$ cat src/hw/rtl/tiba_ram.sv
`timescale 1ns / 1ps
// ----------------------------------------------------------------------------
// tiba_ram
// Simple dual-port RAM: one write port, one read port with registered data.
// ----------------------------------------------------------------------------
module tiba_ram #(
    parameter int WIDTH = 8,
    parameter int DEPTH = 16
) (
    input  logic                     aclk,
    input  logic                     wr_en,
    input  logic [$clog2(DEPTH)-1:0] wr_addr,
    input  logic [WIDTH-1:0]         wr_data,
    input  logic                     rd_en,
    input  logic [$clog2(DEPTH)-1:0] rd_addr,
    output logic [WIDTH-1:0]         rd_data
);

    logic [WIDTH-1:0] mem_reg [DEPTH];
    logic [WIDTH-1:0] rd_data_reg;

    always_ff @(posedge aclk) begin
        if (wr_en) begin
            mem_reg[wr_addr] <= wr_data;
        end
    end

    always_ff @(posedge aclk) begin
        if (rd_en) begin
            rd_data_reg <= mem_reg[rd_addr];
        end
    end

    assign rd_data = rd_data_reg;

endmodule

$ cat config.mk
export PLATFORM = sky130hd
export DESIGN_NAME = tiba_ram
export DESIGN_NICKNAME = d
export VERILOG_FILES = /design/src/hw/rtl/tiba_ram.sv
export SDC_FILE = /design/constraint.sdc
export NUM_CORES = 1
export LEC_CHECK = 0
export BUFFER_PORTS_ARGS = -buffer_cell sky130_fd_sc_hd__buf_2
export CAP_MARGIN = 20
export CORE_MARGIN = 4
export CORE_UTILIZATION = 35
export CTS_CLUSTER_SIZE = 40
export DETAILED_ROUTE_END_ITERATION = 8
export SYNTH_ARGS = -nofsm -noshare
export SYNTH_HDL_FRONTEND = slang
export SYNTH_SLANG_ARGS = --single-unit
$ cat constraint.sdc
create_clock -name aclk -period 1.7 [get_ports aclk]
set_input_delay 0.17 -clock aclk [delete_from_list [all_inputs] [get_ports aclk]]
set_output_delay 0.17 -clock aclk [all_outputs]
set_load 0.03 [all_outputs]
==> results.py <==
metrics = {
    "worst_setup_path": {
        "worst_ep_required_time_ns": 1.83,
        "reg2reg_setup_slack_ns": 0.21,
        "crit_path_start": "mem_reg[3][7]",
        "timing.critical_path.depth": 3,
        "critical_path.reg2reg.endpoint": "rd_data[7]",
        "end_kind": "flop",
        "setup.worst_path.start_class": "flop",
        "path_buf_inv": 0,
        "timing.setup.critical_path_class": "flop to flop",
        "worst-r2r-cell-count": 3,
        "critical_path.slowest_cell": "mux4_2",
        "timing.critical_path.slowest_cell_delay_ns": 0.47,
        "crit_end": "rd_data[7]",
        "worst_r2r_startpoint": "mem_reg[3][7]",
        "top_family_by_delay_on_critical_path": "multiplexers",
        "worstPathMaxFanout": 1,
        "worstPathCellList": "mux4_2, a22oi_1, nand2_1",
        "worstPathArrival_ns": 1.62,
    },
    "yosys": {
        "most_numerous_cell_types_in_the_synthesized_netlist": "edfxtp_1, mux4_2, a22oi_1",
        "synthArstFlopShare_pct": 0,
        "ys_warn_count": 0,
        "count_leader_synth": "edfxtp_1",
        "synth_area_leaders": "edfxtp_1, mux4_2, mux4_1",
        "netlist.area_leader.share_pct": 78.12,
        "synth-seq-area-share_pct": 78.12,
        "synth-edff-count": 136,
        "postSynthAreaPerCell_um2": 22.83,
        "net_count_synth": 248,
        "synthesis.instances": 229,
        "synth.lib_cells_used.distinct": 18,
        "synth_top_flop_cell": "edfxtp_1",
        "postSynthRegisterBits": 136,
        "yosysTopAreaCell": "edfxtp_1",
        "synth.cell_area_um2": 5228,
    },
    "final_layout": {
        "fin_cells": 484,
        "post-route-util_pct": 43.14,
        "area_growth_syn_to_layout_pct": 20.39,
        "largest_register_ffs": 128,
        "post-route-cell-area_um2": 6294,
        "post_route_cells_drive_above_1_share_pct": 31.00,
        "insertedDiodeCount": 0,
        "final_net_count": 306,
    },
    "timing": {
        "fin_crit_sh_pct": 87.94,
        "period_minus_slack_ns": 1.495,
        "grt_setup_unrepaired": "false",
        "skew_ns": 0.005507,
        "hold_ws_ns": 0.1304,
        "achievable-frequency_mhz": 668.9,
        "setup_viol": 0,
        "tightestPinTransition_ns": 0.3822,
        "slew-limit-headroom_pct": 74.52,
        "report.final.slew_viol_count": 0,
        "report.final.hold_viol_count": 0,
        "totalNegativeSetupSlack_ns": 0,
        "fin_ws_ns": 0.2050,
    },
    "route": {
        "drt-initial-drc-count": 184,
        "post_drt_via_cell_ratio": 5.064,
        "route.detailed.drc": 0,
        "vias": 2451,
        "routed_wl_um": 9830,
        "post_drt_wl_per_cell_um": 20.31,
        "drt_pre_antenna_iters": 4,
        "antenna_left": 0,
    },
    "cts": {
        "tritoncts": "built",
        "cts.htree.levels": 4,
        "cts.reportedPaths.clkPinSlew_ns": 0.05,
        "clock_latency_ns": 0.40,
        "cts_made_buffers": 17,
        "ctsLongestPathBuffers": 2,
        "post_cts_hold_buffer_count": 0,
        "cts_resized": 0,
        "post-cts-setup-buffer-count": 0,
        "clock-sinks": 136,
        "clk_root_buffer_cell": "clkbuf_16",
    },
    "grt": {
        "first_pass_grt_wire_length_um": 14910,
        "grt_pass1_vias": 2572,
        "grt.total_usage_pct": 12.42,
        "gr-total-overflow": 0,
        "antenna_found_initial": 0,
        "maximum_number_of_pins_on_one_net_before_global_route_repair": 22,
    },
    "die": {
        "initial_utilization_pct": 35.83,
        "design.die.area_um2": 16950,
        "core_area_um2": 14590,
        "floorplan.io_pins": 27,
        "floorplan.rows": 44,
        "dieHeight_um": 130.2,
        "chipWidth_um": 130.2,
    },
    "placed_design": {
        "detailedPlace.worstSlack_ns": -0.02645,
        "detailed_place_hpwl_um": 6546,
        "place.detailed.instances": 452,
        "place.port_buffers": 26,
        "gp_routability_congestion": 0.7123,
        "post_dp_cell_area_um2": 5724,
    },
    "worst_hold_path": {
        "min-delay-path-class": "input pin to flop",
    },
    "pwr": {
        "static_leakage_nw": 2.126,
        "pwr-share-clk_pct": 45.5,
        "totalPowerFinal_mw": 7.682,
        "share_comb_of_total_power_pct": 5.1,
        "cellPowerDensity_nw_per_um2": 1221,
        "switching_share_pct": 19.14,
        "share_seq_of_total_power_pct": 49.5,
        "peakVddDrop_uv": 645.2,
        "internal_power_mw": 6.212,
        "p_switching_mw": 1.470,
    },
    "job": {
        "maxCapViolCount": 0,
    },
    "outcome": {
        "status": "complete, no violations",
    },
}
-- layer usage --
metal | up-vias | GRT usage (%) | share of wire [%]
met5 | - | 0 | 0
met4 | 0 | 3.667 | 0.93
met3 | 10 | 4.134 | 5.9
met2 | 74 | 18.77 | 47
met1 | 1270 | 17.23 | 47
li1 | 1097 | - | -
-- power by group through the flow --
stage          logic, mW  clock network, mW  registers (mW)
2_1_floorplan      0.191                  0            3.90
3_3_place_gp       0.388                  0            3.86
3_5_place_dp       0.397                  0            3.87
4_1_cts            0.397               3.57            3.80
5_1_grt            0.421               3.73            3.80
6_report           0.389               3.49            3.80
-- logic make-up after synthesis --
group | share of synthesized area [%]
mux | 14.79
simple gates | 3.136
flops | 78.12
buf+inv | 1.651
compound gates | 2.298
-- layout make-up --
class,instances,area (um2)
Multi-Input combinational cell,83,1057
Fill cell,1247,8295
Sequential cell,136,4084
Timing Repair Buffer,49,352.8
Clock buffer,20,436.7
Clock inverter,12,132.6
Tap cell,184,230.2
-- layout by cell type (no fill, tap or decap) --
master	n
nand2b_1	2
clkinvlp_4	1
nor2_1	13
nor2b_1	1
nand2_1	9
and2b_1	1
clkbuf_1	3
bufinv_16	3
nand3_1	1
a22oi_1	16
nand3b_1	2
mux4_2	18
clkinv_2	4
and2_1	1
edfxtp_1	136
or3b_2	1
clkinv_1	4
clkbuf_16	17
buf_12	4
buf_4	19
nor3_1	4
mux4_1	14
buf_2	26
-- worst reg2reg max path, stage by stage (launching register included) --
cell and delay [ns]:
edfxtp_1 0.35, mux4_2 0.47, a22oi_1 0.25, nand2_1 0.15
-- how the worst min path moves through the flow --
stage | cells past startpoint | startpoint | slack [ns] | end
floorplan | 0 | wr_data[0] | 0.27 | mem_reg[0][0]
global placement | 1 | rd_en | 0.55 | rd_data[7]
detailed placement | 1 | rd_en | 0.54 | rd_data[7]
CTS | 1 | rd_en | 0.11 | rd_data[5]
global route | 1 | rd_en | 0.12 | rd_data[5]
finish | 1 | rd_en | 0.13 | rd_data[7]
Note: power is estimated with default switching activity, not from simulation.
