===== src/hw/rtl/tiba_pkg.sv =====
`timescale 1ns / 1ps
// ----------------------------------------------------------------------------
// tiba_pkg
// Shared widths, register codes and types of the temporal IIR bandpass
// amplifier: per-channel lanes, averages memory and output queue.
// ----------------------------------------------------------------------------
package tiba_pkg;

    localparam int PIXEL_COUNT = 2048;
    localparam int ADDR_W      = $clog2(PIXEL_COUNT);

    localparam int LANES    = 3;
    localparam int LEVEL_W  = 16;
    localparam int AVG_W    = 24;
    localparam int FRAC_PAD = AVG_W - LEVEL_W;
    localparam int COEF_W   = 16;
    localparam int GAIN_W   = 10;
    localparam int BOOST_W  = 24;
    localparam int INDEX_W  = 11;

    localparam int S_FIELDS_W = LANES * LEVEL_W + INDEX_W;
    localparam int S_TDATA_W  = ((S_FIELDS_W + 7) / 8) * 8;
    localparam int M_FIELDS_W = LANES * BOOST_W + INDEX_W;
    localparam int M_TDATA_W  = ((M_FIELDS_W + 7) / 8) * 8;

    localparam int CFG_INDEX_W = 2;
    localparam int CFG_DATA_W  = 16;

    localparam logic [COEF_W-1:0] FAST_COEF_RESET = COEF_W'(6554);
    localparam logic [COEF_W-1:0] SLOW_COEF_RESET = COEF_W'(5461);
    localparam logic [GAIN_W-1:0] GAIN_RESET      = GAIN_W'(200);

    localparam int OUTQ_DEPTH = 8;
    localparam int OUTQ_PTR_W = $clog2(OUTQ_DEPTH);
    localparam int OUTQ_CNT_W = $clog2(OUTQ_DEPTH + 1);

    typedef enum logic [CFG_INDEX_W-1:0] {
        CFG_FAST_COEF = 2'd0,
        CFG_SLOW_COEF = 2'd1,
        CFG_GAIN      = 2'd2
    } cfg_index_t;

    typedef logic [LEVEL_W-1:0]        level_t;
    typedef logic [AVG_W-1:0]          avg_t;
    typedef logic signed [BOOST_W-1:0] boost_t;
    typedef logic [INDEX_W-1:0]        index_t;

    typedef logic [LANES-1:0][LEVEL_W-1:0] level_vec_t;
    typedef logic [LANES-1:0][AVG_W-1:0]   avg_vec_t;
    typedef logic [LANES-1:0][BOOST_W-1:0] boost_vec_t;

    typedef struct packed {
        logic [COEF_W-1:0] fast_coef;
        logic [COEF_W-1:0] slow_coef;
        logic [GAIN_W-1:0] gain;
    } lane_cfg_t;

    typedef struct packed {
        logic   valid;
        logic   first;
        index_t index;
        logic   last;
    } meta_t;

    typedef struct packed {
        logic       last;
        index_t     index;
        boost_vec_t boost;
    } outq_entry_t;

endpackage


===== src/hw/rtl/tiba_lane.sv =====
`timescale 1ns / 1ps
// ----------------------------------------------------------------------------
// tiba_lane
// One color channel: fast and slow average update with forwarding of the
// previous pixel's result, difference times gain, rounding and saturation.
// ----------------------------------------------------------------------------
module tiba_lane (
    input  logic                aclk,
    input  tiba_pkg::lane_cfg_t cfg,
    input  tiba_pkg::level_t    level,
    input  logic                first,
    input  logic                fwd_hit,
    input  tiba_pkg::avg_t      fast_rd,
    input  tiba_pkg::avg_t      slow_rd,
    output tiba_pkg::avg_t      fast_new,
    output tiba_pkg::avg_t      slow_new,
    output tiba_pkg::boost_t    boost
);
    import tiba_pkg::*;

    localparam int DIFF_W  = AVG_W + 1;
    localparam int BLEND_W = DIFF_W + COEF_W + 1;
    localparam int PROD_W  = DIFF_W + GAIN_W + 1;
    localparam int RND_SH  = AVG_W - LEVEL_W;

    localparam logic signed [BLEND_W-1:0] BLEND_HALF = BLEND_W'(1) <<< (COEF_W - 1);
    localparam logic signed [PROD_W-1:0]  PROD_HALF  = PROD_W'(1) <<< (RND_SH - 1);
    localparam logic signed [PROD_W-1:0]  SAT_HI     = (PROD_W'(1) <<< (BOOST_W - 1)) - PROD_W'(1);
    localparam logic signed [PROD_W-1:0]  SAT_LO     = -(PROD_W'(1) <<< (BOOST_W - 1));

    function automatic avg_t blend(avg_t avg, avg_t x, logic [COEF_W-1:0] c);
        logic signed [DIFF_W-1:0]  diff;
        logic signed [BLEND_W-1:0] prod;
        logic signed [BLEND_W-1:0] step;
        diff = $signed({1'b0, x}) - $signed({1'b0, avg});
        prod = diff * $signed({1'b0, c});
        step = (prod + BLEND_HALF) >>> COEF_W;
        return avg + step[AVG_W-1:0];
    endfunction

    avg_t                     fast_new_reg;
    avg_t                     slow_new_reg;
    logic signed [PROD_W-1:0] prod_reg;
    logic signed [PROD_W-1:0] prod_next;
    logic signed [DIFF_W-1:0] band;
    logic signed [PROD_W-1:0] rounded;
    avg_t                     x;
    avg_t                     fast_src;
    avg_t                     slow_src;

    assign x        = {level, {FRAC_PAD{1'b0}}};
    assign fast_src = fwd_hit ? fast_new_reg : fast_rd;
    assign slow_src = fwd_hit ? slow_new_reg : slow_rd;

    always_comb begin
        if (first) begin
            fast_new = x;
            slow_new = x;
        end else begin
            fast_new = blend(fast_src, x, cfg.fast_coef);
            slow_new = blend(slow_src, x, cfg.slow_coef);
        end
    end

    always_comb begin
        band      = $signed({1'b0, fast_new_reg}) - $signed({1'b0, slow_new_reg});
        prod_next = band * $signed({1'b0, cfg.gain});
    end

    always_ff @(posedge aclk) begin
        fast_new_reg <= fast_new;
        slow_new_reg <= slow_new;
        prod_reg     <= prod_next;
    end

    always_comb begin
        rounded = (prod_reg + PROD_HALF) >>> RND_SH;
        if (rounded > SAT_HI) begin
            boost = SAT_HI[BOOST_W-1:0];
        end else if (rounded < SAT_LO) begin
            boost = SAT_LO[BOOST_W-1:0];
        end else begin
            boost = rounded[BOOST_W-1:0];
        end
    end

endmodule


===== config.mk =====
export PLATFORM = sky130hd
export DESIGN_NAME = tiba_lane
export DESIGN_NICKNAME = d
export VERILOG_FILES = /design/src/hw/rtl/tiba_pkg.sv /design/src/hw/rtl/tiba_lane.sv
export SDC_FILE = /design/constraint.sdc
export NUM_CORES = 2
export LEC_CHECK = 0
export ABC_AREA = 1
export BUFFER_PORTS_ARGS = -buffer_cell sky130_fd_sc_hd__buf_4
export CELL_PAD_IN_SITES_DETAIL_PLACEMENT = 0
export CELL_PAD_IN_SITES_GLOBAL_PLACEMENT = 1
export CORE_ASPECT_RATIO = 0.8
export CORE_MARGIN = 8
export CORE_UTILIZATION = 47
export DETAILED_ROUTE_END_ITERATION = 10
export PLACE_DENSITY = 0.81
export SLEW_MARGIN = 40
export SYNTH_ARGS = -nofsm -noshare
export SYNTH_HDL_FRONTEND = slang
export SYNTH_SLANG_ARGS = --single-unit

===== constraint.sdc =====
create_clock -name aclk -period 12.1 [get_ports aclk]
set_input_delay 0.605 -clock aclk [delete_from_list [all_inputs] [get_ports aclk]]
set_output_delay 0.605 -clock aclk [all_outputs]
set_load 0.02 [all_outputs]

==> flow_metrics.tcl <==
set metrics [dict create \
    detail_route.wl_per_cell_um 20.78 \
    whs_path_depth 4 \
    ys_warn_count 0 \
    post_drt_via_cell_ratio 5.269 \
    synth_top_area_share_pct 41.27 \
    hp-class "in -> reg" \
    maxSlewHeadroom_pct 40.15 \
    ys_types 63 \
    synthArstFlopShare_pct 0 \
    drt_iter0_markers 3623 \
    grt.overflow.total 0 \
    min-delay-start "level[3]" \
    holdPathEnd "fast_new_reg[11]$_DFF_P_" \
    die_w_um 370.7 \
    layout_setup_ws_ps 483.3 \
    syn_inst 6294 \
    dr.pass1.iters 6 \
    cp-startpoint "fwd_hit" \
    drt_wl_total_mm 160.9 \
    cts.sinks 77 \
    tightest_slew_ps 888.4 \
    crit_path_top_delay_cell "fa_1" \
    die_height_um 299.7 \
    crit_fanout 36 \
    final_antenna_net_count 0 \
    grtUsageTotal_pct 29.23 \
    coreArea_um2 100200 \
    report.final.slew_viol_count 0 \
    syn_area_um2 47300 \
    required_ps 11490 \
    hold_violations 0 \
    grt_pass1_wl_mm 250.1 \
    grt_pass1_vias 42228 \
    syn_nets 7803 \
    clk_latency_ps 390 \
    crit_type "in -> out" \
    cap_viol_max_count 0 \
    vias 40806 \
    synth.cells.most_frequent "inv_1 (1,606), nand2_1 (1,102), fa_1 (975)" \
    yosys-top-cells-area "fa_1 (41%), inv_1 (13%), ha_1 (11%)" \
    finalSetupViolCount 0 \
    crit_arrival_ps 11010 \
    timing.fmax_mhz 86.08 \
    cts_tree "done" \
    io_pins 181 \
    rows 104 \
    dieArea_um2 111100 \
    pre_cts_slack_ps 126.2 \
    floorplan.initialDensity_pct 47.20 \
    drive_above_1_share_pct 6.753 \
    status "completed" \
    reg2reg_depth 44 \
    r2r_slack_ps 1950 \
    largest_reg_flops 29 \
    post_cts_buffers 0 \
    routabilityCongestion 0.9926 \
    yosysMostFrequentCell "inv_1" \
    slowest_delay_ps 520 \
    grt_max_degree 39 \
    syn2layout_area_growth_pct 6.995 \
    synth_edf_count 0 \
    cts_root_buf "clkbuf_16" \
    place.detailed.hpwl_mm 141.5 \
    numCtsBuffers 9 \
    dominantRegCellSynth "dfxtp_1" \
    synth_seq_cells 77 \
    end_kind "output port" \
    skew_ps 17.85 \
    clk_pin_slew_ps 60 \
    clockBufferDepth 2 \
    drc_errors 0 \
    io_buffers 180 \
    rr_endpoint "fast_new_reg[22]$_DFF_P_" \
    finalCriticalPeriod_ps 11620 \
    r2r-start "fast_new_reg[11]$_DFF_P_" \
    yosysSeqAreaShare_pct 3.259 \
    cp_common_cell "nand2_1" \
    antenna_found_initial 18 \
    syn_area_per_cell_um2 7.514 \
    fin_nets 7916 \
    startpoint_type "primary input" \
    min_period_over_period_pct 96.01 \
    htree_levels 3 \
    yosysTopAreaCell "fa_1" \
]
[final cells by class]
type / count / area (µm²)
multi-input combinational: 4426 / 39060
fill: 10021 / 49590
inverter: 1646 / 6186
antenna: 7 / 17.52
tap: 1325 / 1658
sequential: 77 / 1541
timing repair buffer: 247 / 1858
clock buffer: 11 / 242.7
clock inverter: 5 / 42.54
[stage by stage]
stage / hold slack (ps) / instance area (µm²) / TNS, ps / std cells / util, %
floorplan: 849.2 / 47300 / 0 / 6294 / -
global placement: 899.0 / 50180 / -19.68 / 7721 / 50.08
detailed placement: 891.0 / 50190 / 0 / 7721 / 50.09
CTS: 676.6 / 50470 / 0 / 7737 / 50.37
global route: 695.7 / 50590 / -4.012 / 7737 / 50.49
finish: 710.5 / 50600 / 0 / 7744 / 50.50
[repair_timing]
item	CTS	global route
resized for setup	0	35
hold buffers	0	0
setup endpoints to repair	0	19
[routing by layer]
layer,vias up,wire length (µm),global-route usage (%)
met4,18,3597,5.594
met2,1667,64590,41.96
met1,20028,74530,43.85
li1,18881,-,-
met3,212,18020,8.432
met5,-,201,0.6116
[how the worst max path moves through the flow]
| stage | to | slack [ps] | cells past startpoint |
|---|---|---|---|
| after detailed placement | fast_new[22] | 130 | 45 |
| final | fast_new[22] | 480 | 47 |
| after CTS | fast_new[22] | 90 | 45 |
| after floorplan | slow_new[18] | 2160 | 44 |
| after global routing | fast_new[22] | -3 | 52 |
| after global placement | fast_new[22] | -20 | 45 |
[worst max-delay path, delay by kind of cell]
family | cells | cell delay [ps]
compound gates | 12 | 2440
buf+inv | 9 | 1150
xor+xnor | 1 | 300
fa+ha+maj | 9 | 4270
simple gates | 16 | 2200
[logic make-up (layout without fill, tap and decap cells)]
kind of cell	after synthesis	after routing	synth area share, %
AO/OA/AOI/OAI	562	562	6.754
XOR/XNOR	142	142	2.852
adder cells (fa/ha/maj)	1400	1400	52.51
buffers and inverters	1791	1909	14.39
flip-flops	77	77	3.259
other	0	7	0
AND/OR/NAND/NOR	2322	2322	20.23
[cell usage in the layout, fill, tap and decap left out, drive strengths merged, types with 49 or more instances in the layout]
cell	n
a21oi	239
or2	66
o21ai	203
nor3	49
nor2	796
buf	247
ha	425
xor2	96
fa	975
dfxtp	77
nand2	1117
inv	1628
nand3	214
Power is not shown: default switching activity piles up to over one toggle a cycle in this logic, so the estimate is an artifact.
