**config.mk**
```make
export PLATFORM = sky130hd
export DESIGN_NAME = tiba_outq
export DESIGN_NICKNAME = d
export VERILOG_FILES = /design/src/hw/rtl/tiba_pkg.sv /design/src/hw/rtl/tiba_outq.sv
export SDC_FILE = /design/constraint.sdc
export NUM_CORES = 1
export LEC_CHECK = 0
export BUFFER_PORTS_ARGS = -buffer_cell sky130_fd_sc_hd__buf_2
export CAP_MARGIN = 30
export CORE_AREA = 2 2 223 225
export DETAILED_ROUTE_END_ITERATION = 10
export DIE_AREA = 0 0 225 227
export PLACE_DENSITY = 0.84
export SYNTH_ARGS = -nofsm -noshare
export SYNTH_HDL_FRONTEND = slang
export SYNTH_SLANG_ARGS = --single-unit
```
**constraint.sdc**
```tcl
create_clock -name aclk -period 12.5 [get_ports aclk]
set_clock_uncertainty 0.1 [all_clocks]
set_input_delay 3.125 -clock aclk [delete_from_list [all_inputs] [get_ports aclk]]
set_output_delay 3.125 -clock aclk [all_outputs]
set_load 0.1 [all_outputs]
```
**src/hw/rtl/tiba_pkg.sv**
```systemverilog
`timescale 1ns / 1ps
// ----------------------------------------------------------------------------
// tiba_pkg
// Shared widths, register codes and types of the temporal IIR bandpass
// amplifier: per-channel lanes, averages memory and output queue.
// ----------------------------------------------------------------------------
package tiba_pkg;

    localparam int PIXEL_COUNT = 2048;
    localparam int ADDR_W      = $clog2(PIXEL_COUNT);

    localparam int LANES    = 3;
    localparam int LEVEL_W  = 16;
    localparam int AVG_W    = 24;
    localparam int FRAC_PAD = AVG_W - LEVEL_W;
    localparam int COEF_W   = 16;
    localparam int GAIN_W   = 10;
    localparam int BOOST_W  = 24;
    localparam int INDEX_W  = 11;

    localparam int S_FIELDS_W = LANES * LEVEL_W + INDEX_W;
    localparam int S_TDATA_W  = ((S_FIELDS_W + 7) / 8) * 8;
    localparam int M_FIELDS_W = LANES * BOOST_W + INDEX_W;
    localparam int M_TDATA_W  = ((M_FIELDS_W + 7) / 8) * 8;

    localparam int CFG_INDEX_W = 2;
    localparam int CFG_DATA_W  = 16;

    localparam logic [COEF_W-1:0] FAST_COEF_RESET = COEF_W'(6554);
    localparam logic [COEF_W-1:0] SLOW_COEF_RESET = COEF_W'(5461);
    localparam logic [GAIN_W-1:0] GAIN_RESET      = GAIN_W'(200);

    localparam int OUTQ_DEPTH = 8;
    localparam int OUTQ_PTR_W = $clog2(OUTQ_DEPTH);
    localparam int OUTQ_CNT_W = $clog2(OUTQ_DEPTH + 1);

    typedef enum logic [CFG_INDEX_W-1:0] {
        CFG_FAST_COEF = 2'd0,
        CFG_SLOW_COEF = 2'd1,
        CFG_GAIN      = 2'd2
    } cfg_index_t;

    typedef logic [LEVEL_W-1:0]        level_t;
    typedef logic [AVG_W-1:0]          avg_t;
    typedef logic signed [BOOST_W-1:0] boost_t;
    typedef logic [INDEX_W-1:0]        index_t;

    typedef logic [LANES-1:0][LEVEL_W-1:0] level_vec_t;
    typedef logic [LANES-1:0][AVG_W-1:0]   avg_vec_t;
    typedef logic [LANES-1:0][BOOST_W-1:0] boost_vec_t;

    typedef struct packed {
        logic [COEF_W-1:0] fast_coef;
        logic [COEF_W-1:0] slow_coef;
        logic [GAIN_W-1:0] gain;
    } lane_cfg_t;

    typedef struct packed {
        logic   valid;
        logic   first;
        index_t index;
        logic   last;
    } meta_t;

    typedef struct packed {
        logic       last;
        index_t     index;
        boost_vec_t boost;
    } outq_entry_t;

endpackage

```
**src/hw/rtl/tiba_outq.sv**
```systemverilog
`timescale 1ns / 1ps
// ----------------------------------------------------------------------------
// tiba_outq
// Merge stage: joins the lane results with the pixel position and frame
// mark, zeroes first-frame results and queues them for the master side.
// ----------------------------------------------------------------------------
module tiba_outq (
    input  logic                               aclk,
    input  logic                               aresetn,
    input  tiba_pkg::meta_t                    meta,
    input  tiba_pkg::boost_vec_t               boost,
    input  logic                               m_tready,
    output logic                               m_tvalid,
    output logic [tiba_pkg::M_TDATA_W-1:0]     m_tdata,  // red, green, blue boost, position
    output logic                               m_tlast
);
    import tiba_pkg::*;

    localparam int PAD_W = M_TDATA_W - M_FIELDS_W;

    outq_entry_t             queue_reg [OUTQ_DEPTH];
    outq_entry_t             entry;
    outq_entry_t             head;
    logic [OUTQ_PTR_W-1:0]   wr_ptr_reg, wr_ptr_next;
    logic [OUTQ_PTR_W-1:0]   rd_ptr_reg, rd_ptr_next;
    logic [OUTQ_CNT_W-1:0]   count_reg, count_next;
    logic                    push;
    logic                    pop;

    assign push = meta.valid;
    assign pop  = m_tvalid & m_tready;

    always_comb begin
        entry.last  = meta.last;
        entry.index = meta.index;
        entry.boost = meta.first ? '0 : boost;
    end

    always_comb begin
        wr_ptr_next = push ? wr_ptr_reg + OUTQ_PTR_W'(1) : wr_ptr_reg;
        rd_ptr_next = pop ? rd_ptr_reg + OUTQ_PTR_W'(1) : rd_ptr_reg;
        count_next  = count_reg + OUTQ_CNT_W'(push) - OUTQ_CNT_W'(pop);
    end

    always_ff @(posedge aclk) begin
        if (!aresetn) begin
            wr_ptr_reg <= '0;
            rd_ptr_reg <= '0;
            count_reg  <= '0;
        end else begin
            wr_ptr_reg <= wr_ptr_next;
            rd_ptr_reg <= rd_ptr_next;
            count_reg  <= count_next;
        end
    end

    always_ff @(posedge aclk) begin
        if (push) begin
            queue_reg[wr_ptr_reg] <= entry;
        end
    end

    assign head     = queue_reg[rd_ptr_reg];
    assign m_tvalid = (count_reg != '0);
    assign m_tdata  = {{PAD_W{1'b0}}, head.index, head.boost};
    assign m_tlast  = head.last;

endmodule

```
==> summary.txt, run 1 <==
Outcome
  – Status: complete, no violations

Drt
  – DRT Pass-1 Iters: 5
  – DRC: 0
  – WL/cell: 25.7 µm
  – Via count: 12,100
  – 1st-iter DRT viols: 1,408
  – Routed Antenna Nets: 0
  – Final WL: 51,800 µm
  – Via density: 5.99

Synth
  – Synthesized cell area: 26,400 µm²
  – Synthesized flop and latch total: 685
  – Synth Area in XOR/XNOR: 0.000995
  – Synthesized instance count: 1,129
  – Warnings, synthesis: 0
  – Synth cell types: 27
  – Multiplexer share of the synthesized area: 0.183
  – Simple-gate share of the synthesized area: 0.0233
  – Post-synthesis adder-cell area fraction: 0.00360
  – Main combinational cell family by area after synthesis: multiplexers
  – Syn avg cell area: 23.4 µm²
  – Synth Area in Compound Gates: 0.000474
  – Sequential area share after synthesis: 0.774

Setup path
  – RR Startpoint: wr_ptr_reg[0]
  – R2r setup slk: 9.83 ns
  – Reg2Reg Capture Point: queue_reg[7][33]
  – WP data arrival: 3.60 ns
  – Crit Path Category: reg2out
  – Worst-path maximum fanout: 121
  – CP endpoint: m_tdata[28]
  – R2R depth: 4
  – Data required, critical path: 9.27 ns
  – Nature of the critical path endpoint: primary output
  – Crit path launch type: register

Power
  – Static Leak: 9.88 nW
  – Power per cell area: 204 nW/µm²
  – Peak VDD IR: 0.166 mV
  – PnR Total Power: 6.20 mW

Cells and area
  – Most common cell after layout, fill and taps aside: edfxtp_1
  – Synth-to-layout area growth: 15.1%
  – # nets final: 1,436
  – Layout cells sized above 1: 0.408
  – Fin util: 0.626
  – Final Cell Area: 30,400 µm²
  – Most frequent cells in the layout: 672 x edfxtp_1, 172 x buf_2, 168 x mux4_2, 84 x mux2_2, 74 x nor2b_1
  – Max reg flops: 672
  – Non-Filler Instances: 2,018

Clock network
  – Maximum clock insertion buffer count: 3
  – Worst skew pair latency: 0.60 ns
  – CTS sink cnt: 685
  – Clock tree from TritonCTS: built
  – Post-CTS setup repair buffer count: 0
  – Hold bufs inserted after CTS: 0
  – Num CTS Buffers: 69
  – Clock slew seen by the registers of the worst setup and hold paths: 0.06 ns
  – CTS root buffer: clkbuf_16
  – H-tree level count: 3
  – Post-cts sizing count: 0

Floorplanning
  – Initial Util: 0.544
  – Die H: 227 µm
  – Core area: 48,500 µm²
  – Die area: 51,100 µm²
  – Std-Cell Rows: 81
  – I/O pins: 179
  – Die width: 225 µm

Timing
  – Endpoints failing hold: 0
  – RSZ-0062 raised after global routing: no
  – Tmin final: 6.83 ns
  – Setup TNS: 0 ns
  – Slew margin rel.: 0.267
  – Worst setup margin: 5.67 ns
  – Period utilization: 0.546
  – Slew Limit Fails: 0
  – Setup violations, final: 0
  – Actual slew at the worst max-slew pin: 1.10 ns
  – Hold_ws: 0.388 ns
  – Achievable Freq: 146 MHz

Place
  – Place WS: 5.88 ns
  – IO Port Bufs: 173
  – Dpl cell area: 28,000 µm²
  – GP Congestion: 0.704
  – Placed cell count: 1,890
  – Post-DP HPWL: 27,300 µm

Global routing
  – Total grt overflow: 0
  – GRT Util Overall: 0.208
  – First-pass GRT wire length: 77,800 µm
  – Initial antenna violation count: 7
  – Vias in the first global route: 12,600
  – Largest net degree at the start of global routing: 122

Hold path
  – Hold Crit Class: reg2reg

Flow run
  – Max cap viols: 0
## final cells by class
class	instances	area [µm²]
Clock inverter	38	455
Timing Repair Buffer	197	1120
Tap cell	622	778
Fill cell	3122	18200
Sequential cell	685	20500
Inverter	4	15.0
Clock buffer	86	1920
Antenna cell	3	7.51
Multi-Input combinational cell	383	5640
## cells in the mapped netlist
cell type,instances,share of area
nand2_1,9,0.0013
and2_1,4,0.00095
fa_1,1,0.00076
clkbuf_1,23,0.0033
mux2_2,84,0.036
a21o_1,1,0.00028
ha_1,6,0.0028
nand2b_1,6,0.0014
buf_1,8,0.0011
dfxtp_1,13,0.0099
nor2_1,7,0.0010
or2_2,1,0.00024
edfxtp_1,672,0.76
mux2i_1,9,0.0034
nor3_1,2,0.00038
nand3_1,1,0.00019
or3b_2,1,0.00033
inv_1,4,0.00057
conb_1,1,0.00014
xnor2_1,2,0.00066
mux4_2,168,0.14
buf_6,14,0.0060
buf_2,11,0.0021
nor2b_1,74,0.018
a21oi_1,1,0.00019
buf_4,5,0.0014
xor2_1,1,0.00033
## per-layer routing
metal	GRT usage	share of wire	vias to the layer above
li1	-	-	5109
met4	0.0575	0.015	8
met5	0	0.0011	-
met3	0.0472	0.080	65
met1	0.287	0.40	6370
met2	0.339	0.50	532
## cells by family after synthesis
group | Yosys count
simple gates | 105
buf+inv | 65
xor+xnor | 3
fa+ha+maj | 7
flops | 685
other cells | 1
compound gates | 2
mux | 261
## power by group
group	total, mW	internal (mW)	switching (mW)
clock	2.12	1.28	0.844
sequential	2.63	2.59	0.0390
combinational	1.44	0.377	1.07
total	6.20	4.25	1.95
## critical path, cell delays in order (launching register included)
cell	delay, ns
dfxtp_4	0.35
buf_12	0.63
buf_4	0.39
buf_16	0.32
mux4_2	0.55
mux2_2	0.31
buf_2	0.30
## how the worst min path moves through the flow
| stage | from | endpoint | cells after the start |
|---|---|---|---|
| 6_report | rd_ptr_reg[2] | rd_ptr_reg[2] | 2 |
| 3_5_place_dp | rd_ptr_reg[2] | rd_ptr_reg[2] | 2 |
| 2_1_floorplan | rd_ptr_reg[2] | register | 2 |
| 5_1_grt | rd_ptr_reg[2] | rd_ptr_reg[2] | 2 |
| 4_1_cts | rd_ptr_reg[2] | rd_ptr_reg[2] | 2 |
| 3_3_place_gp | rd_ptr_reg[2] | rd_ptr_reg[2] | 2 |
No activity file was read; power rests on OpenSTA's default activity.
==> run 2: changes to the inputs <==
- clock period: 12.5 -> 6.8 ns (I/O delays scaled with it)
==> run 2 against run 1 <==
Compared with the run above: count of clock-buffer cells in the layout unchanged; hold slack better by 0.0058 ns; non-clock buffer count grew 5; die area unchanged; via count is 0.80% lower; flip-flop and latch count stayed put; final cell count down 0.25%; register-to-register slack got worse by 5.7 ns; highest routed layer unchanged; sequential share of layout area is 0.33 points higher; critical path type unchanged; critical path depth fell by 2.
==> summary.txt, run 2 (synthesized netlist as in run 1, its figures left out) <==
Timing
  – Tmin final: 5.04 ns
  – Setup TNS: 0 ns
  – Setup violations, final: 0
  – Achievable Freq: 198 MHz
  – Period utilization: 0.741
  – Slew Limit Fails: 0
  – Actual slew at the worst max-slew pin: 0.968 ns
  – Slew margin rel.: 0.354
  – RSZ-0062 raised after global routing: no
  – Endpoints failing hold: 0

Place
  – Placed cell count: 1,895
  – IO Port Bufs: 173
  – GP Congestion: 0.675
  – Post-DP HPWL: 27,900 µm

Power
  – Internal cell power: 7.48 mW
  – Net Sw Power: 3.53 mW
  – Power per cell area: 364 nW/µm²
  – Comb power frac: 0.241
  – Switching share of power: 0.321
  – Clock power frac: 0.318
  – Static Leak: 9.79 nW
  – Peak VDD IR: 0.321 mV
  – Seq pwr share: 0.441

Setup path
  – Data required, critical path: 5.00 ns
  – Crit Path Category: reg2out
  – WP data arrival: 3.24 ns
  – Worst-path maximum fanout: 62
  – Nature of the critical path endpoint: primary output
  – Crit path launch type: register
  – Delay of the slowest cell on the worst path: 0.90 ns
  – Critical path, cell by cell: buf_12 -> mux4_2 -> mux2_2 -> buf_2
  – Slowest-stage cell, CP: dfxtp_4

Clock network
  – Post-CTS setup repair buffer count: 0
  – Worst skew pair latency: 0.58 ns
  – H-tree level count: 3
  – CTS sink cnt: 685
  – CTS root buffer: clkbuf_16
  – Hold bufs inserted after CTS: 0
  – Num CTS Buffers: 67
  – Clock slew seen by the registers of the worst setup and hold paths: 0.06 ns
  – Post-cts sizing count: 0
  – Clock tree from TritonCTS: built
  – Maximum clock insertion buffer count: 3

Drt
  – WL/cell: 25.8 µm
  – Via density: 5.95
  – DRT Pass-1 Iters: 5
  – DRC: 0
  – 1st-iter DRT viols: 1,024
  – Routed Antenna Nets: 0
  – Via count: 12,000
  – Final WL: 51,900 µm

Floorplanning
  – Initial Util: 0.544
  – Core area: 48,500 µm²
  – Die area: 51,100 µm²
  – Die H: 227 µm
  – Std-Cell Rows: 81
  – I/O pins: 179
  – Die width: 225 µm

Global routing
  – GR met3 Demand/Resource: 0.0439
  – Total grt overflow: 0
  – Vias in the first global route: 12,700
  – Top Usage Layer GRT: met2
  – First-pass GRT wire length: 77,200 µm
  – Met2 global-route usage: 0.341
  – GRT Util Overall: 0.208
  – M1 GR Usage: 0.286
  – Largest net degree at the start of global routing: 91
  – Initial antenna violation count: 3

Cells and area
  – Max reg flops: 672
  – Area of the multi-input gates: 5660 µm²
  – Non-Filler Instances: 2,013
  – Fill cells: 3,113
  – Register area: 20,500 µm²
  – Most common cell after layout, fill and taps aside: edfxtp_1
  – Synth-to-layout area growth: 14.6%
  – Most frequent cells in the layout: 672 x edfxtp_1, 173 x buf_2, 168 x mux4_2, 84 x mux2_2, 74 x nor2b_1
  – # nets final: 1,439
  – Layout cells sized above 1: 0.401

Flow run
  – Max cap viols: 0

Outcome
  – Status: complete, no violations

Hold path
  – Hold Crit Class: reg2reg
[run 2: final timing paths]
path	startpoint	to	slack, ns	depth (start not counted)
setup / recovery	register	m_tdata[59]	1.76	4
hold / removal	rd_ptr_reg[2]	register	0.39	2
setup reg to reg	wr_ptr_reg[0]	queue_reg[7][35]	4.12	3
hold reg to reg	rd_ptr_reg[2]	register	0.39	2
[run 2: worst max-delay path: cells and delay by family (launching register included)]
| family | cells | cell delay, ns |
|---|---|---|
| buf+inv | 2 | 0.78 |
| flops | 1 | 0.90 |
| mux | 2 | 0.88 |
[run 2: power by group through the flow]
stage | sequential, mW | clock [mW] | combinational [mW]
final | 4.85 | 3.50 | 2.65
after global routing | 4.87 | 3.71 | 2.76
after CTS | 4.86 | 3.56 | 2.68
after detailed placement | 4.95 | 0 | 2.67
after global placement | 4.98 | 0 | 2.58
after floorplan | 4.89 | 0 | 2.29
[run 2: area by class of cell]
| class | count | share of cell area |
|---|---|---|
| flip-flops and latches | 685 | 0.676 |
| well taps | 622 | 0.0257 |
| multi-input cells | 383 | 0.187 |
| inverters | 4 | 0.000497 |
| diodes | 1 | 0.0000828 |
| clock buffers | 86 | 0.0599 |
| clock inverters | 30 | 0.00865 |
| repair buffers | 202 | 0.0418 |
[run 2: routing by layer]
layer / up-vias / share of wire
met4: 4 / 0.018
met5: - / 0.00048
met1: 6322 / 0.41
met3: 70 / 0.076
met2: 476 / 0.50
li1: 5115 / -
[run 2: per-stage QoR]
stage	utilization	power, mW	instance area (µm²)	hold WS, ns	setup slack, ns
3_5_place_dp	0.580	7.62	28100	0.377	2.27
3_3_place_gp	0.577	7.57	28000	0.357	2.28
5_1_grt	0.623	11.3	30200	0.407	1.51
6_report	0.623	11.0	30200	0.394	1.76
4_1_cts	0.622	11.1	30200	0.393	1.62
2_1_floorplan	-	7.18	26400	0.356	0.841
